## src/hw/rtl/gnms_fifo.sv

```systemverilog
module gnms_fifo #(
  parameter int WIDTH = 8,
  parameter int DEPTH = 4
) (
  input  logic                       clk,
  input  logic                       rst_n,
  input  logic                       push,
  input  logic [WIDTH-1:0]           push_data,
  input  logic                       pop,
  output logic [WIDTH-1:0]           head,
  output logic                       empty,
  output logic                       full,
  output logic [$clog2(DEPTH+1)-1:0] count
);

  localparam int PTR_W = (DEPTH > 1) ? $clog2(DEPTH) : 1;
  localparam int CNT_W = $clog2(DEPTH + 1);

  logic [WIDTH-1:0] slot_r [DEPTH];
  logic [PTR_W-1:0] wr_ptr_r, wr_ptr_nxt;
  logic [PTR_W-1:0] rd_ptr_r, rd_ptr_nxt;
  logic [CNT_W-1:0] count_r, count_nxt;

  assign head  = slot_r[rd_ptr_r];
  assign empty = (count_r == '0);
  assign full  = (count_r == CNT_W'(DEPTH));
  assign count = count_r;

  // pointer and fill bookkeeping
  always_comb begin
    wr_ptr_nxt = wr_ptr_r;
    rd_ptr_nxt = rd_ptr_r;
    count_nxt  = count_r;
    if (push) begin
      wr_ptr_nxt = (wr_ptr_r == PTR_W'(DEPTH - 1)) ? '0 : wr_ptr_r + 1'b1;
    end
    if (pop) begin
      rd_ptr_nxt = (rd_ptr_r == PTR_W'(DEPTH - 1)) ? '0 : rd_ptr_r + 1'b1;
    end
    if (push && !pop) begin
      count_nxt = count_r + 1'b1;
    end else if (pop && !push) begin
      count_nxt = count_r - 1'b1;
    end
  end

  always_ff @(posedge clk) begin
    if (!rst_n) begin
      wr_ptr_r <= '0;
      rd_ptr_r <= '0;
      count_r  <= '0;
    end else begin
      wr_ptr_r <= wr_ptr_nxt;
      rd_ptr_r <= rd_ptr_nxt;
      count_r  <= count_nxt;
    end
  end

  // storage
  always_ff @(posedge clk) begin
    if (push) begin
      slot_r[wr_ptr_r] <= push_data;
    end
  end

endmodule

```

## config.mk

```make
export PLATFORM = sky130hd
export DESIGN_NAME = gnms_fifo
export DESIGN_NICKNAME = d
export VERILOG_FILES = /design/src/hw/rtl/gnms_fifo.sv
export SDC_FILE = /design/constraint.sdc
export NUM_CORES = 1
export LEC_CHECK = 0
export BUFFER_PORTS_ARGS = -buffer_cell sky130_fd_sc_hd__buf_4
export CAP_MARGIN = 20
export CORE_MARGIN = 10
export CORE_UTILIZATION = 45
export DETAILED_ROUTE_END_ITERATION = 8
export PLACE_DENSITY = 0.71
export SYNTH_ARGS = -nofsm -noshare
export SYNTH_HDL_FRONTEND = slang
export SYNTH_SLANG_ARGS = --single-unit
```

## constraint.sdc

```tcl
create_clock -name clk -period 3.23 [get_ports clk]
set_input_delay 0 -clock clk [delete_from_list [all_inputs] [get_ports clk]]
set_output_delay 0 -clock clk [all_outputs]
set_load 0.02 [all_outputs]
```

==> metrics.md <==
| Metric | Value |
|---|---|
| Crit start category | flop |
| Die height | approximately 80 µm |
| Hold Path Class | input port to flop |
| Placed cell count | 154 |
| Die ar. | 6390 µm² |
| Slew headroom | roughly 65% |
| Largest net degree at the start of global routing | 13 |
| Vias post-DR | between 800 and 900 |
| I/O Buffers | 24 |
| Residual DRC | 0 |
| Fin crit period | between 1500 and 2000 ps |
| Power per Cell Area | roughly 530 nW/µm² |
| Max Freq | ~560 MHz |
| Post-Syn Instances | 86 |
| Initial drt markers | 73 |
| ANT nets after route | 0 |
| Fin Hold WS | roughly 390 ps |
| CP required | 3230 ps |
| Final Hold Vio Count | 0 |
| Area after DPL | 1840 µm² |
| CP delay by family, top | flip-flops |
| FF+latch count, synth | 41 |
| Worst-path fanout max | 8 |
| Netlist cell types | 20 |
| CTS root buffer | clkbuf_4 |
| Total GRT Usage | 9.68% |
| Met2 usage | 14.7% |
| GR peak layer | met2 |
| CTS buffer count | 5 |
| Count of clock tree sinks | between 40 and 50 |
| Starting density of the core | a little under half |
| Slew Limit Fails | 0 |
| Most common cell after layout, fill and taps aside | edfxtp_1 |
| GPL Wtd Cong | 0.668 |
| Static Leak | around 0.74 nW |
| Cell Area, Synth | ~1600 µm² |
| Cell Rows | 21 |
| CP Cell Sequence | mux4_2 > buf_4 |
| Commonest cells after routing, fill and taps aside | edfxtp_1 (32), buf_4 (24), dlygate4sd3_1 (11) |
| Maximum VDD drop | between 0.2 and 0.3 mV |
| CTS Buffer Depth | 2 |
| Crit Path Class | flop to primary output |
| RSZ-0062 raised after global routing | no |
| I/O Pins | 25 |
| CP Buf/Inv Count | 1 |
| # setup viols final | 0 |
| Worst Path Arrival | 1780 ps |
| Critical Path End Type | primary output |
| Post-CTS Setup Bufs | 0 |
| Clock Latency Late Sink | ~350 ps |
| Wire length of the first global-routing pass | 4620 µm |
| Syn Nets | 105 |
| Avg Inst Size Synth | roughly 19 µm² |
| Final instance area | approximately 2000 µm² |
| Tcrit/Tclk final | a little under three fifths |
| Post-Route Skew | 18.8 ps |
| Max-cap violations | 0 |
| DP HPWL | 1930 µm |
| Sequential fraction of the synthesis area | a little over two thirds |
| Total wire length | roughly 2700 µm |
| Clock-pin transition on the worst setup and hold timing paths | about 120 ps |
| Ys Warns | 0 |
| Fraction of layout cells with a size suffix above 1 | ~30% |
| Initial antenna violation count | 0 |
| Fin Setup TNS | 0 ps |
| Layout area overhead | 24.2% |
| CP peak stage delay | 670 ps |
| Gr ovfl total | 0 |
| Post-layout util | 59.2% |
| Number of diodes | 0 |
| Vias in the first global route | 923 |
| Htree depth | 2 |
| Filler instances | 261 |
| Met1 usage | 10.9% |
| Cell Count, Final, Fillers Out | roughly 170 |
| CTS tree | built |
| Die W | roughly 80 µm |
| Status | completed |
| Drt first pass iters | 4 |
| Worst-margin pin slew | roughly 530 ps |
| Vias per cell | 4.79 |
| Met3 Usage GRT | under 10% |
| Routed len/inst | about 16 µm |
| Crit path max-delay cell type | dfxtp_1 |
| Fin nets | ~150 |
| Core ar. | 3390 µm² |
## report_power, final
group | total, mW | switching, mW | internal, mW
Combinational | 0.177 | 0.0850 | 0.0920
Sequential | 0.624 | 0.0241 | 0.600
Clock | 0.260 | 0.153 | 0.108
## worst paths after layout
check                   startpoint                     end  slack (ps)  cells after the start
max reg2reg  count[0]$_SDFFE_PN0P_   count[2]$_SDFFE_PN0P_        1740                      4
min reg2reg  count[2]$_SDFFE_PN0P_   count[2]$_SDFFE_PN0P_         520                      2
min                   push_data[2]  slot_r[1][2]$_DFFE_PP_         390                      2
max                           flop                 head[1]        1450                      2
## Yosys cell counts (all sizes together)
library cell | n | area share (%)
fa | 1 | 1.2
nor2b | 5 | 1.9
o21a | 1 | 0.46
edfxtp | 32 | 59
a21boi | 1 | 0.46
nor3b | 1 | 0.46
xnor2 | 1 | 0.54
ha | 6 | 4.6
nor3 | 2 | 0.62
clkbuf | 1 | 0.31
o21ai | 1 | 0.31
and2 | 5 | 1.9
or3 | 1 | 0.39
dfxtp | 9 | 11
buf | 1 | 0.70
mux2i | 4 | 2.5
nor2 | 1 | 0.23
inv | 4 | 0.93
mux4 | 8 | 11
xor2 | 1 | 0.54
## metrics by stage
step	setup slack [ps]	power, mW
after floorplan	1740	0.733
after global placement	1770	0.801
after detailed placement	1750	0.807
after CTS	1390	1.07
after global routing	1310	1.12
final	1450	1.06
## state kept, by name, summed over array words and instances (netlist names), named ones only
| signal | cells |
|---|---|
| rd_ptr_r | 2 |
| count | 3 |
| wr_ptr_r | 2 |
| slot_r | 32 |
## timing repair
item / in CTS / in global routing
gates resized for setup: 0 / 0
hold buffers: 11 / 0
hold endpoints to repair: 41 / 0
## cell families (layout without fill, tap and decap cells)
kind of cell,count (synthesis),count (layout),synth area share [%]
mux,12,12,13.6
flops,41,41,70.6
simple gates,15,15,5.58
xor+xnor,2,2,1.08
buf+inv,6,47,1.94
fa+ha+maj,7,7,5.89
compound gates,3,3,1.24
## routing by layer
metal,vias up,wire length [µm],part of all wire [%]
li1,406,-,-
met1,397,1130,42
met2,19,1340,50
met3,6,165,6.1
met4,0,57,2.1
met5,-,0,0
## area by class of cell
type                    instances  area (µm²)  area share, %
multi-input cells              39         443           22.1
clock buffers                   8        58.8           2.93
well taps                      46        57.6           2.87
flip-flops and latches         41        1140           56.9
repair buffers                 35         290           14.5
inverters                       4        15.0          0.749
## worst register-to-register path: cells and delay by family (launching register included)
kind | cells | cell delay (ps)
and+or+nand+nor | 1 | 310
adders and majority gates | 1 | 440
AOI/OAI and AO/OA | 1 | 140
xor gates and xnor gates | 1 | 150
DFF | 1 | 390
Note: power is estimated with default switching activity, not from simulation.
