$ cat src/hw/rtl/gnms_pkg.sv
package gnms_pkg;

  // defaults of the top level parameters
  localparam int MAX_CANDIDATES_DEF = 4096;
  localparam int MAX_DETECTIONS_DEF = 512;
  localparam int BLOCK_BITS_DEF     = 32;

  // fixed field widths
  localparam int COUNT_W = 13;
  localparam int ROW_W   = 12;
  localparam int BLOCK_W = 7;
  localparam int WORD_W  = 32;
  localparam int SLOT_W  = 9;
  localparam int KEPT_W  = 10;

  // own block of a row sized for the narrowest block (8 bits), bit inside it for a 32-bit block
  localparam int OWN_W = ROW_W - 3;
  localparam int POS_W = 5;

  // queue depths between front and back, and of the result buffer
  localparam int CMD_DEPTH = 4;
  localparam int RES_DEPTH = 4;

  // classified mask word handed from front to back
  typedef struct packed {
    logic               start;
    logic               blk0;
    logic               row_ok;
    logic               blk_ok;
    logic [ROW_W-1:0]   row;
    logic [OWN_W-1:0]   own;
    logic [POS_W-1:0]   pos;
    logic [BLOCK_W-1:0] blk;
    logic [WORD_W-1:0]  word;
  } cmd_t;

  // one kept detection
  typedef struct packed {
    logic [ROW_W-1:0]  candidate_index;
    logic [SLOT_W-1:0] kept_slot;
  } res_t;

endpackage

$ cat src/hw/rtl/gnms_front.sv
module gnms_front #(
  parameter int MAX_CANDIDATES = gnms_pkg::MAX_CANDIDATES_DEF,
  parameter int BLOCK_BITS     = gnms_pkg::BLOCK_BITS_DEF
) (
  input  logic                         clk,
  input  logic                         rst_n,
  input  logic                         in_fire,
  input  logic                         in_start,
  input  logic [gnms_pkg::COUNT_W-1:0] in_count,
  input  logic [gnms_pkg::ROW_W-1:0]   in_row,
  input  logic [gnms_pkg::BLOCK_W-1:0] in_block,
  input  logic [gnms_pkg::WORD_W-1:0]  in_word,
  output gnms_pkg::cmd_t               cmd
);

  localparam int COUNT_MAX  = (1 << gnms_pkg::COUNT_W) - 1;
  localparam int CAP_I      = (MAX_CANDIDATES > COUNT_MAX) ? COUNT_MAX : MAX_CANDIDATES;
  localparam logic [gnms_pkg::COUNT_W-1:0] FC_CAP = gnms_pkg::COUNT_W'(CAP_I);
  localparam int NUM_BLOCKS = (MAX_CANDIDATES + BLOCK_BITS - 1) / BLOCK_BITS;
  // reciprocal of the block size, exact for 12-bit rows
  localparam int RSH        = 20;
  localparam int RECIP      = ((1 << RSH) + BLOCK_BITS - 1) / BLOCK_BITS;

  logic [gnms_pkg::COUNT_W-1:0] frame_count_r, frame_count_nxt;
  logic [gnms_pkg::COUNT_W-1:0] count_sat;
  logic [gnms_pkg::COUNT_W-1:0] fc;
  logic [31:0]                  own_prod;
  logic [gnms_pkg::OWN_W-1:0]   own;
  logic [gnms_pkg::ROW_W-1:0]   own_base;
  logic [31:0]                  blk_base;

  // frame count, saturated, taken on a start beat
  assign count_sat       = (in_count > FC_CAP) ? FC_CAP : in_count;
  assign fc              = in_start ? count_sat : frame_count_r;
  assign frame_count_nxt = (in_fire && in_start) ? count_sat : frame_count_r;

  always_ff @(posedge clk) begin
    if (!rst_n) begin
      frame_count_r <= '0;
    end else begin
      frame_count_r <= frame_count_nxt;
    end
  end

  // own block and bit position of the row
  assign own_prod = 32'(in_row) * 32'(RECIP);
  assign own      = own_prod[RSH +: gnms_pkg::OWN_W];
  assign own_base = gnms_pkg::ROW_W'(32'(own) * 32'(BLOCK_BITS));
  assign blk_base = 32'(in_block) * 32'(BLOCK_BITS);

  // classify the beat
  always_comb begin
    cmd.start  = in_start;
    cmd.blk0   = (in_block == '0);
    cmd.row_ok = ({1'b0, in_row} < fc);
    cmd.blk_ok = (blk_base < 32'(fc)) && (32'(in_block) < 32'(NUM_BLOCKS)) &&
                 (32'(in_block) >= 32'(own));
    cmd.row    = in_row;
    cmd.own    = own;
    cmd.pos    = gnms_pkg::POS_W'(in_row - own_base);
    cmd.blk    = in_block;
    cmd.word   = in_word;
  end

endmodule

$ cat config.mk
export PLATFORM = sky130hd
export DESIGN_NAME = gnms_front
export DESIGN_NICKNAME = d
export VERILOG_FILES = /design/src/hw/rtl/gnms_pkg.sv /design/src/hw/rtl/gnms_front.sv
export SDC_FILE = /design/constraint.sdc
export NUM_CORES = 1
export LEC_CHECK = 0
export BUFFER_PORTS_ARGS = -buffer_cell sky130_fd_sc_hd__buf_4
export CORE_AREA = 2 2 68 70
export DETAILED_ROUTE_END_ITERATION = 16
export DIE_AREA = 0 0 70 72
export HOLD_SLACK_MARGIN = 0.05
export PLACE_DENSITY = 0.84
export SLEW_MARGIN = 20
export SYNTH_ARGS = -nofsm -noshare
export SYNTH_HDL_FRONTEND = slang
export SYNTH_SLANG_ARGS = --single-unit
$ cat constraint.sdc
create_clock -name clk -period 2.7 [get_ports clk]
set_input_delay 0.27 -clock clk [delete_from_list [all_inputs] [get_ports clk]]
set_output_delay 0.27 -clock clk [all_outputs]
set_load 0.005 [all_outputs]
==> impl_metrics.yaml <==
finish:
  registers.top_by_ff_count: "frame_count_r"
  nets: 321
  syn_to_final_growth_pct: 6.51
  stdcell_area_sq_um: 1930
  antenna_cells: 0
  largest_register_ffs: 13
  drive_gt1_frac: 0.335
  reg_top3: "frame_count_r x13"
sta:
  maxSlewViolCount: 0
  fin_setup_tns_ns: 0
  max_freq_mhz: 451
  period_needed_ns: 2.22
  setup_viol: 0
  finClkSkew_ns: 0
  final.period_utilization: 0.822
  rsz0062_at_grt: "false"
  finalHoldWorstSlack_ns: 0.342
  final-hold-violation-count: 0
  worst_slack_ns: 0.482
die:
  die_w_microns: 70
  die-area_sq_um: 5040
  ioPinCount: 137
  design.core.area_sq_um: 4260
  die_h_microns: 72
  initial_core_util: 0.424
  rows: 24
drt:
  wl_per_cell_microns: 13.2
  drtAntennaViolNets: 0
  remaining_drc_errors: 0
  num_vias: 1402
  viasPerCell: 5.03
  first_pass_iters: 4
  drt_iter0_drc: 36
  drt-total-wl_microns: 3680
synth:
  synthFlopType: "dfxtp_1"
  syn_inst: 224
  synth-seq-cells: 13
  synth.most_common_cell: "buf_4"
  synth_top_cell_area_share: 0.278
  synth_common_cells: "67 x buf_4, 25 x ha_1, 25 x nand2_1"
  yosysTopAreaCell: "buf_4"
  ys_types: 39
  synthArstFlopShare: 0
  ys_warn_count: 0
  synth_area_per_cell_sq_um: 8.07
  synthTopCellsByArea: "buf_4 28%, ha_1 17%, dfxtp_1 14%"
  synth_area_sq_um: 1810
  ys_seq_area_frac: 0.144
  synth_edf_count: 0
grt:
  grt_max_degree: 19
  antenna_found_initial: 0
  grt_usage: 0.149
  grt_pass1_wl_microns: 6150
  grt_pass1_vias: 1403
  grt_overflow: 0
placement:
  port_buffers: 70
  place_area_sq_um: 1880
  dp_slack_ns: 0.463
  hpwl_microns: 3150
  gp_congestion: 0.888
cts:
  post_cts_buffers: 0
  ctsHoldBuffers: 0
  clock_path_buffers: 2
  cts_root_buffer: "clkbuf_8"
  clock_sinks: 13
  path_clk_slew_ns: 0.06
  numCtsBuffers: 3
  clock_tree.htree_level_count: 1
  cts_resized: 0
  cts_tree: "done"
  worstSkewPairLatency_ns: 0.25
setup_path:
  start_kind: "input pin"
  r2r_slack_ns: 2.03
  cp_data_required_time_ns: 2.43
  crit_type: "input pin to primary output"
  end_kind: "primary output"
  cp_max_fo: 18
  cp.arrival_ns: 1.95
run_status:
  status: "finished, final reports clean"
power_and_ir_drop:
  cellLeakagePower_nw: 0.918
  pwr_density_cell_nw_per_um2: 318
  peakVddDrop_mv: 0.156
  p_total_w: 0.000612
run:
  cap_violations: 0
hold_path:
  hp-class: "input pin to register"
## final timing paths
kind                                        start                 to  cells after the start
worst min-delay path                        rst_n  frame_count_r[10]                      2
worst max-delay path                     in_start            cmd[66]                      8
worst max register to register   frame_count_r[8]   frame_count_r[8]                      2
worst min register to register  frame_count_r[12]  frame_count_r[12]                      2
## final cells by class
class | instances | area, sq um
clock buffers | 3 | 41.3
clock inverters | 1 | 5.00
flip-flops and latches | 13 | 260
repair buffers | 70 | 526
inverters | 8 | 30.0
fillers | 453 | 2340
multi-input cells | 132 | 998
well taps | 52 | 65.1
## per-stage QoR
step | std cells | util
6_report | 279 | 0.452
5_1_grt | 279 | 0.452
4_1_cts | 279 | 0.452
3_5_place_dp | 275 | 0.441
3_3_place_gp | 275 | 0.441
2_1_floorplan | 225 | -
## per-layer routing
metal  up-vias  GRT usage  part of all wire
met5         -          0                 0
met4         0     0.0726             0.022
met3         9     0.0333             0.074
met2        54      0.242              0.46
met1       625      0.187              0.45
li1        714          -                 -
## worst max-delay path, stage by stage
cell and delay [ns]:
buf_4 0.24, mux2i_1 0.32, ha_1 0.30, a21o_1 0.16, a211oi_1 0.22, a211oi_1 0.10, o221ai_1 0.19, buf_4 0.15
## where the power goes
group / switching, W / internal [W]
Sequential: 0.00000346 / 0.000198
Combinational: 0.000107 / 0.000128
Clock: 0.0000736 / 0.000102
Total: 0.000184 / 0.000428
## cells by family (layout without fill, tap and decap cells)
logic type | after synthesis | after routing | synth area share
other | 1 | 2 | 0.00207
muxes | 12 | 12 | 0.0664
and+or+nand+nor | 55 | 55 | 0.151
buffers and inverters | 80 | 82 | 0.306
AOI/OAI and AO/OA | 38 | 38 | 0.158
adders and majority gates | 25 | 25 | 0.173
DFF | 13 | 13 | 0.144
## cell usage in the layout, fill, tap and decap left out, types with 2 or more instances in the layout
master and instances:
a21oi_1 2, a21boi_0 12, nor4_1 2, clkbuf_8 3
nand2_1 25, a211oi_1 4, ha_1 25, nand4_1 2
o21ai_0 6, conb_1 2, nor2b_1 12, inv_1 7
mux2i_1 12, o21a_1 2, nor2_1 4, buf_4 70
nand3_1 2, dfxtp_1 13, nor3_1 2, a21o_1 2
No activity file was read; power rests on OpenSTA's default activity.
